[src/dcsa_pkg.sv]
// Shared types, constants and helpers for the contact score accumulator.
// Used by the divider and the top level; depends on nothing else.
package dcsa_pkg;

  localparam int unsigned MaxAligned = 1024;
  localparam int unsigned CountW     = 11;
  localparam int unsigned DistW      = 16;
  localparam int unsigned ScoreW     = 40;

  // Divider widths: numerator is left-aligned in a 42-bit word.
  localparam int unsigned DivNumW  = 42;
  localparam int unsigned DivDenW  = 32;
  localparam int unsigned DivCntW  = 6;

  // Far-pair limit on the distance sum (50 angstrom mean, 1/128 units).
  localparam logic [16:0] FarLimit = 17'd12800;
  // Exponent clamp: t above 2^20 gives a zero weight.
  localparam logic [41:0] ExpLimit = 42'd1048576;
  // log2(e) in Q.16 and ln(2) in Q.32.
  localparam logic [16:0] Log2eQ16 = 17'd94548;
  localparam logic [31:0] Ln2Q32   = 32'd2977044472;

  localparam logic signed [ScoreW-1:0] SumMax = {1'b0, {(ScoreW-1){1'b1}}};
  localparam logic signed [ScoreW-1:0] SumMin = {1'b1, {(ScoreW-1){1'b0}}};

  // Configuration register indexes.
  typedef enum logic [2:0] {
    REG_DIAG_WEIGHT = 3'd0,
    REG_HORIZON     = 3'd1,
    REG_CUT_ENABLE  = 3'd2,
    REG_CUTOFF      = 3'd3,
    REG_FILTER_MODE = 3'd4
  } cfg_reg_e;

  // Filter modes.
  localparam logic [1:0] ModeFirst  = 2'd0;
  localparam logic [1:0] ModeBoth   = 2'd1;
  localparam logic [1:0] ModeEither = 2'd2;

  // Request to the shared divider.
  typedef struct packed {
    logic               start;
    logic [DivNumW-1:0] num;
    logic [DivDenW-1:0] den;
    logic [DivCntW-1:0] nbits;
  } div_req_t;

  // Answer from the shared divider.
  typedef struct packed {
    logic               busy;
    logic               done;
    logic [DivNumW-1:0] quo;
  } div_rsp_t;

  // Saturate a widened sum to the 40-bit score range.
  function automatic logic signed [ScoreW-1:0] sat_score(logic signed [ScoreW+1:0] x);
    logic signed [ScoreW-1:0] res;
    if (x > $signed({{2{SumMax[ScoreW-1]}}, SumMax})) begin
      res = SumMax;
    end else if (x < $signed({{2{SumMin[ScoreW-1]}}, SumMin})) begin
      res = SumMin;
    end else begin
      res = x[ScoreW-1:0];
    end
    return res;
  endfunction

endpackage

[src/dcsa_div.sv]
// Shared restoring divider, one quotient bit per cycle.
// Depends on dcsa_pkg for the request and answer structs.
module dcsa_div (
  input  logic                clk_i,
  input  logic                rst_ni,
  input  dcsa_pkg::div_req_t  req_i,
  output dcsa_pkg::div_rsp_t  rsp_o
);
  import dcsa_pkg::*;

  logic [DivCntW-1:0] cnt_q, cnt_d;
  logic               busy_q, busy_d;
  logic               done_q, done_d;
  logic [DivNumW-1:0] num_q, num_d;
  logic [DivNumW-1:0] quo_q, quo_d;
  logic [DivDenW-1:0] rem_q, rem_d;
  logic [DivDenW-1:0] den_q, den_d;
  logic [DivDenW:0]   trial;
  logic               fits;

  // One step: shift in the next numerator bit and try the subtraction.
  assign trial = {rem_q, num_q[DivNumW-1]};
  assign fits  = trial >= {1'b0, den_q};

  always_comb begin
    cnt_d  = cnt_q;
    busy_d = busy_q;
    done_d = 1'b0;
    num_d  = num_q;
    quo_d  = quo_q;
    rem_d  = rem_q;
    den_d  = den_q;
    if (req_i.start) begin
      cnt_d  = req_i.nbits;
      busy_d = 1'b1;
      num_d  = req_i.num;
      quo_d  = '0;
      rem_d  = '0;
      den_d  = req_i.den;
    end else if (busy_q) begin
      num_d = {num_q[DivNumW-2:0], 1'b0};
      quo_d = {quo_q[DivNumW-2:0], fits};
      rem_d = fits ? DivDenW'(trial - {1'b0, den_q}) : trial[DivDenW-1:0];
      cnt_d = cnt_q - DivCntW'(1);
      if (cnt_q == DivCntW'(1)) begin
        busy_d = 1'b0;
        done_d = 1'b1;
      end
    end
  end

  // Control state.
  always_ff @(posedge clk_i or negedge rst_ni) begin
    if (!rst_ni) begin
      busy_q <= 1'b0;
      done_q <= 1'b0;
      cnt_q  <= '0;
    end else begin
      busy_q <= busy_d;
      done_q <= done_d;
      cnt_q  <= cnt_d;
    end
  end

  // Datapath registers.
  always_ff @(posedge clk_i) begin
    num_q <= num_d;
    quo_q <= quo_d;
    rem_q <= rem_d;
    den_q <= den_d;
  end

  assign rsp_o.busy = busy_q;
  assign rsp_o.done = done_q;
  assign rsp_o.quo  = quo_q;

endmodule

[config.mk]
export PLATFORM = sky130hd
export DESIGN_NAME = dcsa_div
export DESIGN_NICKNAME = d
export VERILOG_FILES = /design/src/dcsa_pkg.sv /design/src/dcsa_div.sv
export SDC_FILE = /design/constraint.sdc
export NUM_CORES = 1
export LEC_CHECK = 0
export BUFFER_PORTS_ARGS = -buffer_cell sky130_fd_sc_hd__buf_2
export CELL_PAD_IN_SITES_DETAIL_PLACEMENT = 0
export CELL_PAD_IN_SITES_GLOBAL_PLACEMENT = 1
export CORE_MARGIN = 3
export CORE_UTILIZATION = 26
export DETAILED_ROUTE_END_ITERATION = 10
export GPL_TIMING_DRIVEN = 0
export PLACE_DENSITY_LB_ADDON = 0.1
export SYNTH_ARGS = -nofsm -noshare
export SYNTH_HDL_FRONTEND = slang
export SYNTH_SLANG_ARGS = --single-unit
[constraint.sdc]
create_clock -name clk_i -period 4.7 [get_ports clk_i]
set_input_delay 0.47 -clock clk_i [delete_from_list [all_inputs] [get_ports clk_i]]
set_output_delay 0.47 -clock clk_i [all_outputs]
set_load 0.05 [all_outputs]
==> results by group <==
Pwr
  • Pwr/cell area: 355 mW/mm^2
  • LEAKAGE: 4.24 nW
  • Max VDD drop: 0.000258 V
  • Tot Pwr: 3.40 mW

Critical path
  • R2R depth: 12
  • R2R setup slack: 1100 ps
  • Worst setup path endpoint: rem_q[0]$_SDFFE_PP0P_
  • Worst setup SP type: flip-flop
  • Critical path origin: den_q[4]$_DFFE_PP_
  • Worst Path Required: 5060 ps
  • Worst Path Max Fanout: 7
  • Worst setup path class: reg -> reg
  • Worst R2R Start: den_q[4]$_DFFE_PP_
  • Critical Path AT: 3970 ps
  • CP endpoint kind: flip-flop
  • R2r endpoint: rem_q[0]$_SDFFE_PP0P_

Yosys
  • Post-Syn Instances: 742
  • Netlist cell types: 59
  • Syn Nets: 860
  • Seq/Total Area, Yosys: 49.6%
  • Yosys reg bits: 156
  • Cell Area, Synth: 0.00786 sq mm
  • Yosys warns: 0
  • Synth Area per Inst: 10.6 sq um
  • Post-synth EDFFs: 74
  • Post-synth ARST share: 5.13%
  • Synth Flop Type: edfxtp_1

Finish
  • Storage cell area: 0.00390 sq mm
  • Syn-to-layout area delta: 21.9%
  • Most frequent cells in the layout: 128 x buf_2, 95 x nor2_1, 74 x edfxtp_1, 74 x dfxtp_1, 67 x mux2i_1
  • Commonest non-fill, non-tap cell in the layout: buf_2
  • Fill cells: 3119
  • Share of layout cells above drive strength 1: 23.4%
  • Combined area of the multi-input logic cells: 0.00362 sq mm
  • Nets@finish: 1007

GRT
  • GRT Total Usage: 13.0%
  • Pin count of the biggest net entering global routing: 43
  • Antenna violations before repair: 6
  • Vias in the first global route: 6092
  • GRT overflow: 0
  • Wire length of the first global-routing pass: 33.2 mm

Timing
  • Setup total negative slack: 0 ps
  • Max Slew Vio Count: 0
  • Tmin final: 3600 ps
  • RSZ-0062 raised after global routing: false
  • Measured slew at the worst slew-check pin: 915 ps
  • Worst Clk Skew: 25.5 ps
  • Max Freq: 277 MHz
  • Final Hold Viols: 0
  • Finish-stage setup viols: 0
  • Worst slew margin: 39.0%
  • Final Cycle Share: 76.7%

Die
  • DIE WIDTH: 180 um
  • IO Pins: 127
  • Site Rows: 63
  • Die H: 180 um
  • Core ar.: 0.0297 sq mm
  • Initial core utilization: 26.5%
  • Die area: 0.0324 sq mm

CTS
  • Clock buffer count from CTS: 17
  • H-tree Lvls: 4
  • CTS Root Cell: clkbuf_16
  • Clock latency on the worst-skew pair: 450 ps
  • CTS clk-pin slew, worst paths: 70 ps
  • # clock sinks: 156
  • CTS Buffer Depth: 2
  • Resize count post-CTS: 0
  • TritonCTS clock tree: yes
  • CTS Hold Bufs: 1
  • Post-CTS Setup Bufs: 0

Run status
  • Status: finished, final reports clean

Detailed routing
  • DR vias/cell: 4.49
  • Initial detailed-routing violation count: 319
  • DRC: 0
  • Post-route ant nets: 0
  • DRT Wirelength: 20.8 mm
  • DR WL/cell: 16.1 um
  • DR pass1 iterations: 4
  • Via Count: 5801

Placed design
  • Placer Congestion: 0.738
  • Number of port buffers: 126
  • Dpl hpwl: 15.0 mm

Flow run
  • Max Cap Viol: 0

Min path
  • Hold Path Class: in -> reg
power breakdown:
group          leakage (nW)  internal, mW  switching, mW
clock                 0.290         0.741          0.641
sequential             1.45          1.53         0.0370
combinational          2.50         0.199          0.258
total                  4.24          2.47          0.936
state kept, by name, summed over array words and instances, names as in the netlist:
name and count:
done_q 1, quo_q 42, cnt_q 6, rem_q 32, den_q 32, busy_q 1
num_q 42
worst min path at each step:
| stage | from | endpoint | slack (ps) | cells past startpoint |
|---|---|---|---|---|
| floorplan | rst_ni | busy_q$_DFF_PN0_ | 170 | 0 |
| global placement | rst_ni | cnt_q[2]$_DFFE_PN0P_ | 330 | 1 |
| detailed placement | rst_ni | cnt_q[2]$_DFFE_PN0P_ | 330 | 1 |
| CTS | req_i[17] | den_q[11]$_DFFE_PP_ | 180 | 1 |
| global route | req_i[17] | den_q[11]$_DFFE_PP_ | 180 | 1 |
| finish | req_i[17] | den_q[11]$_DFFE_PP_ | 190 | 1 |
cell type report:
class	count	area share, %
buffer	41	1.91
sequential	156	40.7
tap	390	5.09
inverter	41	1.61
clock buffer	17	4.44
antenna	1	0.0261
clock inverter	15	1.46
timing repair buffer	128	6.97
multi-input combinational	504	37.8
Yosys cell counts (3+ instances only):
| library cell | number | share of area, % |
|---|---|---|
| a21o_1 | 12 | 1.1 |
| a21oi_1 | 33 | 2.1 |
| nor2b_1 | 5 | 0.40 |
| or4_1 | 3 | 0.29 |
| dfxtp_1 | 74 | 19 |
| a211oi_1 | 22 | 2.1 |
| and2_1 | 4 | 0.32 |
| nor2_1 | 95 | 4.5 |
| nor3_1 | 4 | 0.25 |
| nand4_1 | 9 | 0.72 |
| xor2_1 | 9 | 1.0 |
| mux2_2 | 41 | 5.9 |
| o221ai_1 | 3 | 0.33 |
| or3_1 | 3 | 0.24 |
| mux2i_1 | 67 | 8.5 |
| nand3_1 | 9 | 0.57 |
| ha_1 | 34 | 5.4 |
| dfrtp_1 | 8 | 2.5 |
| edfxtp_1 | 74 | 28 |
| o21ai_0 | 28 | 1.8 |
| buf_4 | 3 | 0.29 |
| clkbuf_1 | 28 | 1.3 |
| nand2_1 | 46 | 2.2 |
| o211ai_1 | 3 | 0.29 |
| o21a_1 | 9 | 0.86 |
| xnor2_1 | 22 | 2.5 |
| a31oi_1 | 5 | 0.40 |
| inv_1 | 41 | 2.0 |
| buf_1 | 6 | 0.29 |
kinds of logic (layout without fill, tap and decap cells):
group           after synthesis  after routing  synth area share, %
mux                         109            109                 14.6
compound gates              142            142                 11.9
other cells                   0              1                    0
fa+ha+maj                    35             35                 5.66
flops                       156            156                 49.6
xor+xnor                     31             31                 3.45
simple gates                187            187                 10.4
buf+inv                      82            242                 4.28
through the flow:
| stage | hold WS [ps] | setup slack (ps) | instances | cell area [sq um] | utilization, % |
|---|---|---|---|---|---|
| floorplan | 174 | 1670 | 742 | 7860 | - |
| global placement | 328 | 887 | 1258 | 8980 | 30.2 |
| detailed placement | 328 | 1060 | 1259 | 9010 | 30.3 |
| CTS | 177 | 1030 | 1292 | 9590 | 32.3 |
| global route | 185 | 770 | 1293 | 9590 | 32.3 |
| finish | 193 | 1100 | 1293 | 9590 | 32.3 |
per-layer routing:
layer | vias up | GRT usage [%] | wire [um]
met5 | - | 0 | 62
met4 | 10 | 3.71 | 241
met3 | 22 | 4.19 | 1110
met2 | 101 | 20.6 | 9360
met1 | 2707 | 17.0 | 10000
li1 | 2961 | - | -
worst max-delay path, cell delays in order, from the launching register on:
cell	delay [ps]
edfxtp_1	380
inv_1	80
ha_1	210
clkbuf_1	190
a21oi_1	240
nand2_1	70
a31oi_1	410
o311ai_0	290
o21ai_1	540
o2bb2ai_1	250
o21a_1	330
mux2_4	340
a211oi_2	200
Power figures use the tool's default switching activity.
